===== config.mk =====
export PLATFORM = sky130hd
export DESIGN_NAME = delimiter_string_splitter
export DESIGN_NICKNAME = d
export VERILOG_FILES = /design/src/rtl/dss_pkg.sv /design/src/rtl/delimiter_string_splitter.sv /design/src/rtl/dss_in_stage.sv /design/src/rtl/dss_out_reg.sv /design/src/rtl/dss_core.sv
export SDC_FILE = /design/constraint.sdc
export NUM_CORES = 1
export LEC_CHECK = 0
export ABC_CLOCK_PERIOD_IN_PS = 8400
export BUFFER_PORTS_ARGS = -buffer_cell sky130_fd_sc_hd__buf_2
export CAP_MARGIN = 10
export CORE_ASPECT_RATIO = 1.2
export CORE_UTILIZATION = 57
export DETAILED_ROUTE_END_ITERATION = 8
export GPL_TIMING_DRIVEN = 0
export HOLD_SLACK_MARGIN = 0.05
export PLACE_DENSITY = 0.76
export SKIP_LAST_GASP = 1
export SLEW_MARGIN = 30
export SYNTH_ARGS = -nofsm -noshare
export SYNTH_HDL_FRONTEND = slang
export SYNTH_SLANG_ARGS = --single-unit

===== constraint.sdc =====
create_clock -name i_clk -period 8.4 [get_ports i_clk]
set_input_delay 0.42 -clock i_clk [delete_from_list [all_inputs] [get_ports i_clk]]
set_output_delay 0.42 -clock i_clk [all_outputs]
set_load 0.05 [all_outputs]

===== src/rtl/dss_pkg.sv =====
// ----------------------------------------------------------------------------
// dss_pkg
// Shared types and constants for the delimiter string splitter.
// ----------------------------------------------------------------------------
package dss_pkg;

    localparam int unsigned SYM_W     = 8;
    localparam int unsigned DLEN_W    = 4;
    localparam int unsigned REG_BYTES = 8;
    localparam int unsigned DBYTES_W  = REG_BYTES * SYM_W;

    typedef enum logic [0:0] {
        CFG_DELIM_LENGTH = 1'b0,
        CFG_DELIM_BYTES  = 1'b1
    } t_cfg_idx;

    typedef struct packed {
        logic [SYM_W-1:0] symbol;
        logic             end_of_text;
    } t_in_item;

    typedef struct packed {
        logic [SYM_W-1:0] token_symbol;
        logic             token_end;
    } t_out_item;

    typedef struct packed {
        logic                valid;
        t_cfg_idx            index;
        logic [DBYTES_W-1:0] data;
    } t_cfg_wr;

endpackage


===== src/rtl/delimiter_string_splitter.sv =====
// ----------------------------------------------------------------------------
// delimiter_string_splitter
// Splits a byte stream into tokens at a configured delimiter of 0..8 bytes.
// ----------------------------------------------------------------------------
//  channel  | direction | handshake                   | payload
//  ---------+-----------+-----------------------------+---------------------------
//  in       | input     | i_in_valid / o_in_ready     | i_in_item  (symbol, eot)
//  out      | output    | o_out_valid / i_out_ready   | o_out_item (byte, end)
//  cfg      | input     | i_cfg_valid / o_cfg_ready   | i_cfg_index, i_cfg_data
//
//  One byte is taken per cycle while the output does not stall and no flush runs;
//  a request waits in the input register, its result (if any) in the result register.
//  A byte with end-of-text starts a flush that releases each pending window byte
//  and then ends the token, at most one result per cycle while the result register
//  is free; no input is taken meanwhile. Reset (i_rst_n low, synchronous) empties
//  the window and clears config. A stall on the output holds the next request in
//  the input register; an empty input register still takes one request while the
//  result waits. Config is always ready.
// ----------------------------------------------------------------------------
module delimiter_string_splitter #(
    parameter int unsigned MAX_DELIM = 8
) (
    input  logic                            i_clk,
    input  logic                            i_rst_n,
    // byte stream
    input  logic                            i_in_valid,
    output logic                            o_in_ready,
    input  dss_pkg::t_in_item               i_in_item,
    // token stream
    output logic                            o_out_valid,
    input  logic                            i_out_ready,
    output dss_pkg::t_out_item              o_out_item,
    // config writes
    input  logic                            i_cfg_valid,
    output logic                            o_cfg_ready,
    input  dss_pkg::t_cfg_idx               i_cfg_index,
    input  logic [dss_pkg::DBYTES_W-1:0]    i_cfg_data
);
    import dss_pkg::*;

    logic      in_vld;
    t_in_item  in_item;
    logic      take;
    logic      slot_free;
    logic      res_valid;
    t_out_item res_item;
    t_cfg_wr   cfg_wr;

    // the user must issue writes only while the block is idle (not enforced); never back-pressured
    assign o_cfg_ready = 1'b1;
    assign cfg_wr      = '{valid: i_cfg_valid, index: i_cfg_index, data: i_cfg_data};

    // input register: decouples upstream from the step logic
    dss_in_stage u_in (
        .i_clk   (i_clk),
        .i_rst_n (i_rst_n),
        .i_valid (i_in_valid),
        .o_ready (o_in_ready),
        .i_item  (i_in_item),
        .o_valid (in_vld),
        .i_take  (take),
        .o_item  (in_item)
    );

    // window compare, token byte hold-back and end-of-text flush
    dss_core #(
        .MAX_DELIM (MAX_DELIM)
    ) u_core (
        .i_clk       (i_clk),
        .i_rst_n     (i_rst_n),
        .i_cfg       (cfg_wr),
        .i_in_valid  (in_vld),
        .i_in_item   (in_item),
        .o_take      (take),
        .i_slot_free (slot_free),
        .o_res_valid (res_valid),
        .o_res_item  (res_item)
    );

    // result register toward the token stream
    dss_out_reg u_out (
        .i_clk       (i_clk),
        .i_rst_n     (i_rst_n),
        .i_res_valid (res_valid),
        .i_res_item  (res_item),
        .o_slot_free (slot_free),
        .o_valid     (o_out_valid),
        .i_ready     (i_out_ready),
        .o_item      (o_out_item)
    );

endmodule


===== src/rtl/dss_in_stage.sv =====
// ----------------------------------------------------------------------------
// dss_in_stage
// Input register: holds one accepted request until the core takes it.
// ----------------------------------------------------------------------------
module dss_in_stage (
    input  logic              i_clk,
    input  logic              i_rst_n,
    input  logic              i_valid,
    output logic              o_ready,
    input  dss_pkg::t_in_item i_item,
    output logic              o_valid,
    input  logic              i_take,
    output dss_pkg::t_in_item o_item
);
    import dss_pkg::*;

    logic     r_vld;
    t_in_item r_item;

    assign o_ready = !r_vld || i_take;
    assign o_valid = r_vld;
    assign o_item  = r_item;

    always_ff @(posedge i_clk) begin
        if (!i_rst_n) begin
            r_vld <= 1'b0;
        end else if (o_ready) begin
            r_vld <= i_valid;
        end
    end

    always_ff @(posedge i_clk) begin
        if (i_valid && o_ready) begin
            r_item <= i_item;
        end
    end

endmodule


===== src/rtl/dss_out_reg.sv =====
// ----------------------------------------------------------------------------
// dss_out_reg
// Result register toward the output channel.
// ----------------------------------------------------------------------------
module dss_out_reg (
    input  logic               i_clk,
    input  logic               i_rst_n,
    input  logic               i_res_valid,
    input  dss_pkg::t_out_item i_res_item,
    output logic               o_slot_free,
    output logic               o_valid,
    input  logic               i_ready,
    output dss_pkg::t_out_item o_item
);
    import dss_pkg::*;

    logic      r_vld;
    t_out_item r_item;

    assign o_slot_free = !r_vld || i_ready;
    assign o_valid     = r_vld;
    assign o_item      = r_item;

    always_ff @(posedge i_clk) begin
        if (!i_rst_n) begin
            r_vld <= 1'b0;
        end else if (i_res_valid) begin
            r_vld <= 1'b1;
        end else if (i_ready) begin
            r_vld <= 1'b0;
        end
    end

    always_ff @(posedge i_clk) begin
        if (i_res_valid) begin
            r_item <= i_res_item;
        end
    end

endmodule


===== src/rtl/dss_core.sv =====
// ----------------------------------------------------------------------------
// dss_core
// Match window, held byte, config registers and end-of-text flush.
// ----------------------------------------------------------------------------
module dss_core #(
    parameter int unsigned MAX_DELIM = 8
) (
    input  logic               i_clk,
    input  logic               i_rst_n,
    input  dss_pkg::t_cfg_wr   i_cfg,
    input  logic               i_in_valid,
    input  dss_pkg::t_in_item  i_in_item,
    output logic               o_take,
    input  logic               i_slot_free,
    output logic               o_res_valid,
    output dss_pkg::t_out_item o_res_item
);
    import dss_pkg::*;

    localparam int unsigned WIN_DEPTH = (MAX_DELIM < REG_BYTES) ? MAX_DELIM : REG_BYTES;
    localparam int unsigned FILL_W    = $clog2(WIN_DEPTH + 1);

    logic [SYM_W-1:0]    r_win [WIN_DEPTH];
    logic [SYM_W-1:0]    n_win [WIN_DEPTH];
    logic [FILL_W-1:0]   r_fill, n_fill;
    logic [SYM_W-1:0]    r_held, n_held;
    logic                r_held_vld, n_held_vld;
    logic                r_flush, n_flush;
    logic [DLEN_W-1:0]   r_dlen, n_dlen;
    logic [DBYTES_W-1:0] r_dbytes, n_dbytes;

    logic [FILL_W-1:0]   len_act;
    logic [FILL_W-1:0]   fill_c;
    logic [FILL_W-1:0]   fill_p;
    logic [SYM_W-1:0]    win_w [WIN_DEPTH];
    logic [SYM_W-1:0]    win_s [WIN_DEPTH];
    logic [SYM_W-1:0]    win_f [WIN_DEPTH];
    logic [WIN_DEPTH-1:0] lane_ok;
    logic                hit;
    logic                full;

    // saturate length to what the window holds
    assign len_act = (r_dlen > DLEN_W'(WIN_DEPTH)) ? FILL_W'(WIN_DEPTH)
                                                   : FILL_W'(r_dlen);
    assign o_take  = i_in_valid && !r_flush && i_slot_free;

    assign fill_c = (r_fill >= len_act) ? (len_act - FILL_W'(1)) : r_fill;
    assign fill_p = fill_c + FILL_W'(1);
    assign full   = (fill_p == len_act);

    always_comb begin
        for (int i = 0; i < WIN_DEPTH; i++) begin
            win_w[i]   = (fill_c == FILL_W'(i)) ? i_in_item.symbol : r_win[i];
            lane_ok[i] = (FILL_W'(i) >= len_act) ||
                         (win_w[i] == r_dbytes[SYM_W*i +: SYM_W]);
        end
        for (int i = 0; i < WIN_DEPTH - 1; i++) begin
            win_s[i] = win_w[i+1];
            win_f[i] = r_win[i+1];
        end
        win_s[WIN_DEPTH-1] = win_w[WIN_DEPTH-1];
        win_f[WIN_DEPTH-1] = r_win[WIN_DEPTH-1];
    end

    assign hit = &lane_ok;

    always_comb begin
        n_win       = r_win;
        n_fill      = r_fill;
        n_held      = r_held;
        n_held_vld  = r_held_vld;
        n_flush     = r_flush;
        n_dlen      = r_dlen;
        n_dbytes    = r_dbytes;
        o_res_valid = 1'b0;
        o_res_item  = '{token_symbol: r_held, token_end: 1'b0};

        if (r_flush) begin
            if (i_slot_free) begin
                if (r_fill != '0) begin
                    // pending byte becomes a token byte
                    o_res_valid = r_held_vld;
                    n_held      = r_win[0];
                    n_held_vld  = 1'b1;
                    n_win       = win_f;
                    n_fill      = r_fill - FILL_W'(1);
                end else begin
                    o_res_valid          = r_held_vld;
                    o_res_item.token_end = 1'b1;
                    n_held_vld           = 1'b0;
                    n_flush              = 1'b0;
                end
            end
        end else if (o_take && (len_act != '0)) begin
            if (!full) begin
                n_win  = win_w;
                n_fill = fill_p;
            end else if (hit) begin
                o_res_valid          = r_held_vld;
                o_res_item.token_end = 1'b1;
                n_held_vld           = 1'b0;
                n_fill               = '0;
            end else begin
                o_res_valid = r_held_vld;
                n_held      = win_w[0];
                n_held_vld  = 1'b1;
                n_win       = win_s;
                n_fill      = len_act - FILL_W'(1);
            end
            n_flush = i_in_item.end_of_text;
        end

        // the user must send config writes only while idle; this block does not enforce it
        if (i_cfg.valid) begin
            case (i_cfg.index)
                CFG_DELIM_LENGTH: begin
                    n_dlen     = i_cfg.data[DLEN_W-1:0];
                    n_fill     = '0;
                    n_held_vld = 1'b0;
                end
                CFG_DELIM_BYTES: begin
                    n_dbytes = i_cfg.data;
                end
                default: begin
                    n_dbytes = r_dbytes;
                end
            endcase
        end
    end

    always_ff @(posedge i_clk) begin
        if (!i_rst_n) begin
            r_fill     <= '0;
            r_held_vld <= 1'b0;
            r_flush    <= 1'b0;
            r_dlen     <= '0;
            r_dbytes   <= '0;
        end else begin
            r_fill     <= n_fill;
            r_held_vld <= n_held_vld;
            r_flush    <= n_flush;
            r_dlen     <= n_dlen;
            r_dbytes   <= n_dbytes;
        end
    end

    always_ff @(posedge i_clk) begin
        r_win  <= n_win;
        r_held <= n_held;
    end

    a_fill_below_len: assert property (@(posedge i_clk) disable iff (!i_rst_n)
        (r_fill == '0) || (r_fill < len_act))
        else $error("window fill not below delimiter length");

    a_res_needs_slot: assert property (@(posedge i_clk) disable iff (!i_rst_n)
        o_res_valid |-> i_slot_free)
        else $error("result issued into a full result register");

    a_end_clears_held: assert property (@(posedge i_clk) disable iff (!i_rst_n)
        (o_res_valid && o_res_item.token_end) |=> !r_held_vld)
        else $error("held byte still valid after token end");

    a_flush_done: assert property (@(posedge i_clk) disable iff (!i_rst_n)
        (r_flush && (r_fill == '0) && i_slot_free) |=> !r_flush)
        else $error("flush did not terminate");

endmodule


* Word level (Yosys, flattened, before mapping)
Cells that the tools add are included.
** Storage, ports and cells
- Bits in registers :: 166
- Bits of input ports :: 79
** Operators by class
- $lt $le $gt $ge :: 10
- Bitwise operators :: 2
- Multiplexer cells :: 53
- Add/subtract/negate cells :: 3
- Reductions and logical operators :: 29
- Equality and inequality tests :: 21
** Operator list (count)
- 64-bit two-way mux :: 6
- 8-bit two-way mux :: 14
- 8-bit equality test :: 8
- 4-bit two-way mux :: 10
- 1-bit two-way mux :: 23
- 4-bit by 3-bit equality test with 1-bit output (second input constant) :: 4
- 3-bit by 4-bit >= comparator with 1-bit output (first input constant) :: 4
- 1-bit logical OR :: 10
- 4-bit by 2-bit equality test with 1-bit output (second input constant) :: 2
- 1-bit by 4-bit >= comparator with 1-bit output (first input constant) :: 2
- 2-bit by 4-bit >= comparator with 1-bit output (first input constant) :: 2
- 8-bit AND reduction :: 1
- 4-bit nonzero test :: 2
- 4-bit by 1-bit subtractor with 4-bit output (second input constant) :: 2
- 2-bit nonzero test :: 3
- 5-bit AND reduction :: 1
- 4-bit by 1-bit adder with 4-bit output (second input constant) :: 1
- 4-bit by 1-bit equality test with 1-bit output (second input constant) :: 1
- 4-bit equality test :: 1
- 4-bit >= comparator :: 1
- 4-bit greater-than comparator (second input constant) :: 1
- 1-bit logical AND :: 4
- 4-bit logical NOT :: 1
- 2-bit by 1-bit != test with 1-bit output (second input constant) :: 2
- other kinds (7) :: 12

* Longest topological paths before layout
- Depth in word-level cells :: 15
- Mapped depth :: 23

* Cells and area by module
Synthesis repeated with hierarchy kept, for this count alone.
** Second synthesis, totals
- Cell total of the unflattened synthesis :: 1149
- Area total of the unflattened synthesis :: 9836.9 um^2
** Modules (own cells, without submodules)
- dss_core :: area an instance 9178.8 um^2, seq. area each 3643.5 um^2, cells an instance 1120, times used 1
- dss_in_stage :: area an instance 327.8 um^2, seq. area each 290.3 um^2, cells an instance 14, times used 1
- dss_out_reg :: area an instance 319.1 um^2, seq. area each 290.3 um^2, cells an instance 13, times used 1
- delimiter_string_splitter :: area an instance 11.3 um^2, seq. area each 0.0 um^2, cells an instance 2, times used 1

* Worst setup path before layout
Ideal clock, no wire load.
- Path kind :: register to register
- From :: reg u_core.r_dlen[3]
- To :: reg u_core.r_win[10] (netlist bit) (enable)
- Data required time :: 7.923 ns
- Cell stages (with the launch flop) :: 23
- Arrival :: 6.408 ns
- Slack :: 1.516 ns
- Cell sequence :: dfxtp_1 buf_2 inv_1 nand2_1 inv_1 ha_1 nor2b_1 o21a_1 clkbuf_1 nor3_1 a21oi_1 inv_1 ha_1 nand2_1 a21oi_1 a41oi_1 clkbuf_1 a21oi_1 nor2_1 o31ai_1 o2111ai_1 nor3_2 o21ai_1
** Between the ends
- Cells in the longest elaborated chain, start to end :: 11
** RTL lines
- from (decl) :: RTL line dss_core.sv:29 : logic [DLEN_W-1:0] r_dlen, n_dlen;
- from (signal assigned) :: RTL line dss_core.sv:142 : r_dlen <= n_dlen;
- 4-bit greater-than comparator :: RTL line dss_core.sv:43 : assign len_act = (r_dlen > DLEN_W'(WIN_DEPTH)) ? FILL_W'(WIN_DEPTH)
- 4-bit two-way mux (*) :: RTL line dss_core.sv:43
- 4-bit by 1-bit subtractor with 4-bit output / 4-bit >= comparator (equally long branches) :: RTL line dss_core.sv:47 : assign fill_c = (r_fill >= len_act) ? (len_act - FILL_W'(1)) : r_fill;
- 4-bit two-way mux :: RTL line dss_core.sv:47
- 4-bit by 1-bit equality test with 1-bit output, or another cell as far along :: RTL line dss_core.sv:53 : win_w[i] = (fill_c == FILL_W'(i)) ? i_in_item.symbol : r_win[i];
- 8-bit two-way mux :: RTL line dss_core.sv:53
- 8-bit equality test :: RTL line dss_core.sv:55 : (win_w[i] == r_dbytes[SYM_W*i +: SYM_W]);
- 1-bit logical OR :: RTL line dss_core.sv:54 : lane_ok[i] = (FILL_W'(i) >= len_act) ||
- 8-bit AND reduction :: RTL line dss_core.sv:65 : assign hit = &lane_ok;
- 3-bit by 2-bit != test with 1-bit output (no line)
- 4-bit AND reduction (no line) (*)
- to (signal assigned) :: RTL line dss_core.sv:148 : r_win <= n_win;
- to (decl) :: RTL line dss_core.sv:23 : logic [SYM_W-1:0] r_win [WIN_DEPTH];
Mark *: on every way between the ends. The rest lies on a longest branch, timed or not.
A chain may end at the register's enable or synchronous reset.

* Worst setup path in the final report
- From :: reg u_core.r_dlen[3]
- To :: reg u_core.r_win[27] (netlist bit) (enable)
Same word-level chain as after synthesis.

==> results.sh <==
export IMPL_outcome="finished clean"
export IMPL_p_per_area_mw_per_mm2=229
export IMPL_grt_start_max_net_pins=18
export IMPL_irDropWorstVdd_mv=0.195
export IMPL_numCtsBuffers=17
export IMPL_port_buffers=88
export IMPL_cts_hold_buf=0
export IMPL_maxSlewViolCount=0
export IMPL_route_met3_wl_um=3240
export IMPL_holdPathEnd="u_in.o_item[4]$_DFFE_PP_"
export IMPL_grt_usage_pct=36.3
export IMPL_drt_pass1_iter_count=6
export IMPL_syn_nets=1226
export IMPL_fmaxAchievable_mhz=143
export IMPL_critPathMostFrequentCell="inv_1"
export IMPL_cp_end_kind="flop"
export IMPL_crit_family="compound AO/OA/AOI/OAI gates"
export IMPL_period_share_pct=83.4
export IMPL_min_path_type="in -> reg"
export IMPL_relSlewSlack_pct=34.9
export IMPL_cts_tree="done"
export IMPL_synth_warnings=0
export IMPL_yosysTopAreaCellShare_pct=28.1
export IMPL_fin_skew_ns=0.00916
export IMPL_fin_hold_ws_ns=0.155
export IMPL_grt_pass1_wl_um=47300
export IMPL_path_max_fanout=16
export IMPL_path_cells="buf_2 > inv_1 > nand2_1 > inv_1 > ha_1 > nor2b_1 > o21a_1 > clkbuf_1 > nor3_1 > a21oi_1 > inv_1 > ha_1 > nand3_1 > o21ai_0 > clkbuf_1 > mux2i_1 > o22ai_1 > nor4_1 > a21oi_1 > a2111o_1 > nor3_2 > o21ai_4 > buf_8 > buf_16"
export IMPL_synthFlopType="edfxtp_1"
export IMPL_worst_pin_slew_ns=0.976
export IMPL_synthToLayoutAreaGrowth_pct=14.2
export IMPL_viasPerCell=6.26
export IMPL_grt_pass1_vias=8589
export IMPL_synthArstFlopShare_pct=0
export IMPL_hold_violations=0
export IMPL_gp_congestion=1.01
export IMPL_ys_types=61
export IMPL_htree_levels=4
export IMPL_synth_commonest_cells="nand2_1 (273), edfxtp_1 (90), dfxtp_1 (76)"
export IMPL_critPathBufInv=8
export IMPL_cts_root_buffer="clkbuf_16"
export IMPL_die_area_mm2=0.0174
export IMPL_drt_total_wl_um=30700
export IMPL_drc=0
export IMPL_finalCriticalPeriod_ns=7.01
export IMPL_ant_nets=0
export IMPL_multi_input_area_mm2=0.00488
export IMPL_ff_latch_area_mm2=0.00422
export IMPL_cts_resized=0
export IMPL_cpMaxStageDelayCell="nor4_1"
export IMPL_rsz0062_at_grt="no"
export IMPL_crit_arrival_ns=7.21
export IMPL_drt_met1_wl_um=11800
export IMPL_nets=1336
export IMPL_p_leak_nw=4.27
export IMPL_crit_path_max_incr_delay_ns=0.82
export IMPL_dp_hpwl_um=22400
export IMPL_finalSetupTns_ns=0
export IMPL_cts_sinks=166
export IMPL_grt_ovfl_total=0
export IMPL_rr_startpoint="u_core.r_dlen[3]$_SDFFE_PN0P_"
export IMPL_cts_path_max_buffers=2
export IMPL_top_layer="met4"
export IMPL_rows=51
export IMPL_die_height_um=144
export IMPL_wl_per_cell_um=20.9
export IMPL_netlist_instances=1132
export IMPL_cts_setup_buffers=0
export IMPL_maxCapViolCount=0
export IMPL_antenna_cells=0
export IMPL_setup_violations=0
export IMPL_critPathKind="reg -> reg"
export IMPL_fillers=1393
export IMPL_hold_depth=1
export IMPL_synth_seq_cells=166
export IMPL_wl_met2_um=14000
export IMPL_synth_top_area_cell="edfxtp_1"
export IMPL_drt_initial_drc_count=1066
export IMPL_yosys_top_cells_area="edfxtp_1 (28%), dfxtp_1 (16%), nand2_1 (11%)"
export IMPL_start_util_pct=58.7
export IMPL_ff2ff_setup_slack_ns=1.39
export IMPL_clkSlewWorstSetupHoldPaths_ns=0.07
export IMPL_dieWidth_um=121
export IMPL_vias=9178
export IMPL_core_mm2=0.0164
export IMPL_seq_area_frac_synth_pct=43.9
export IMPL_antenna_found_initial=0
export IMPL_startpoint_type="flop"
export IMPL_netlist_area_mm2=0.00963
export IMPL_layout_drive_gt1_share_pct=11.8
export IMPL_ios=91
export IMPL_critPathRequiredTime_ns=8.60
export IMPL_hp_start="i_in_item[4]"
export IMPL_clk_latency_ns=0.44
export IMPL_ff2ff_path_depth=24
export IMPL_syn_area_per_cell_um2=8.50
export IMPL_synth_enable_flop_cells=90
export IMPL_r2r_end="u_core.r_win[27]$_DFFE_PP_"
export IMPL_synth_most_common_cell="nand2_1"
==> power breakdown <==
part | switching, mW | total [mW] | internal (mW)
Clock | 0.361 | 0.777 | 0.416
Combinational | 0.489 | 0.760 | 0.271
Sequential | 0.0396 | 0.982 | 0.943
==> cells by family after synthesis <==
kind of cell,Yosys count,share of synthesized area (%)
fa+ha+maj,15,1.95
flops,166,43.9
other cells,1,0.0390
xor+xnor,32,2.91
buf+inv,141,5.63
mux,52,5.51
compound gates,330,22.9
simple gates,395,17.2
==> worst max path at each step <==
| stage | from | endpoint | depth (start not counted) |
|---|---|---|---|
| finish | u_core.r_dlen[3]$_SDFFE_PN0P_ | u_core.r_win[27]$_DFFE_PP_ | 24 |
| global route | u_core.r_dlen[3]$_SDFFE_PN0P_ | u_core.r_win[34]$_DFFE_PP_ | 24 |
| CTS | u_core.r_dlen[3]$_SDFFE_PN0P_ | u_core.r_win[31]$_DFFE_PP_ | 24 |
| detailed placement | u_core.r_dlen[3]$_SDFFE_PN0P_ | u_core.r_win[33]$_DFFE_PP_ | 24 |
| global placement | u_core.r_dlen[3]$_SDFFE_PN0P_ | u_core.r_win[33]$_DFFE_PP_ | 22 |
| floorplan | u_core.r_dlen[3]$_SDFFE_PN0P_ | u_core.r_win[10]$_DFFE_PP_ | 22 |
==> cell usage in the layout, fill, tap and decap left out, types with 4 or more instances in the layout <==
cell type,synthesis,layout
a211oi_1,6,6
a21boi_0,68,67
a21oi_1,62,62
a221oi_1,7,7
a222oi_1,5,5
a2bb2oi_1,16,16
buf_1,4,4
buf_2,1,89
clkbuf_1,63,64
clkbuf_16,0,17
dfxtp_1,76,76
edfxtp_1,90,90
ha_1,15,15
inv_1,69,69
inv_6,0,5
mux2_2,8,8
mux2i_1,44,44
nand2_1,273,273
nand2b_1,4,4
nor2_1,59,59
nor2b_1,11,11
nor3_1,14,14
nor3b_1,4,4
nor4_1,7,7
o211ai_1,5,5
o21ai_0,64,64
o21ai_1,7,6
o221a_2,4,4
o221ai_1,6,6
o22a_1,16,16
o22ai_1,35,35
or3_1,5,5
xnor2_1,15,15
xor2_1,17,17
==> per-stage QoR <==
step	std cells	instance area (um2)	total power, mW	setup WS, ns	util (%)
floorplan	1132	9630	1.50	1.52	-
global placement	1432	10300	1.71	-1.09	63.0
detailed placement	1435	10400	1.73	1.70	63.5
CTS	1467	11000	2.49	1.64	67.0
global route	1467	11000	2.62	1.03	67.0
finish	1467	11000	2.52	1.39	67.0
==> per-layer routing <==
| metal | track usage, % | vias up |
|---|---|---|
| met5 | 0 | - |
| met4 | 20.8 | 0 |
| met3 | 10.0 | 148 |
| met2 | 58.3 | 557 |
| met1 | 43.9 | 4260 |
| li1 | - | 4213 |
==> sequential cells by signal (all words and copies together), names as in the netlist <==
name,cells
u_core.r_dbytes,64
u_out.o_item,9
u_core.r_win,64
u_in.o_item,9
u_in.o_valid,1
u_out.o_valid,1
u_core.r_flush,1
u_core.r_held_vld,1
u_core.r_fill,4
u_core.r_held,8
u_core.r_dlen,4
==> cell type report <==
class | count | share of cell area (%)
Sequential cell | 166 | 38.4
Clock buffer | 18 | 3.90
Clock inverter | 14 | 1.26
Tap cell | 212 | 2.41
Multi-Input combinational cell | 825 | 44.4
Timing Repair Buffer | 91 | 4.64
Buffer | 71 | 2.54
Inverter | 70 | 2.39
Power figures use the tool's default switching activity.
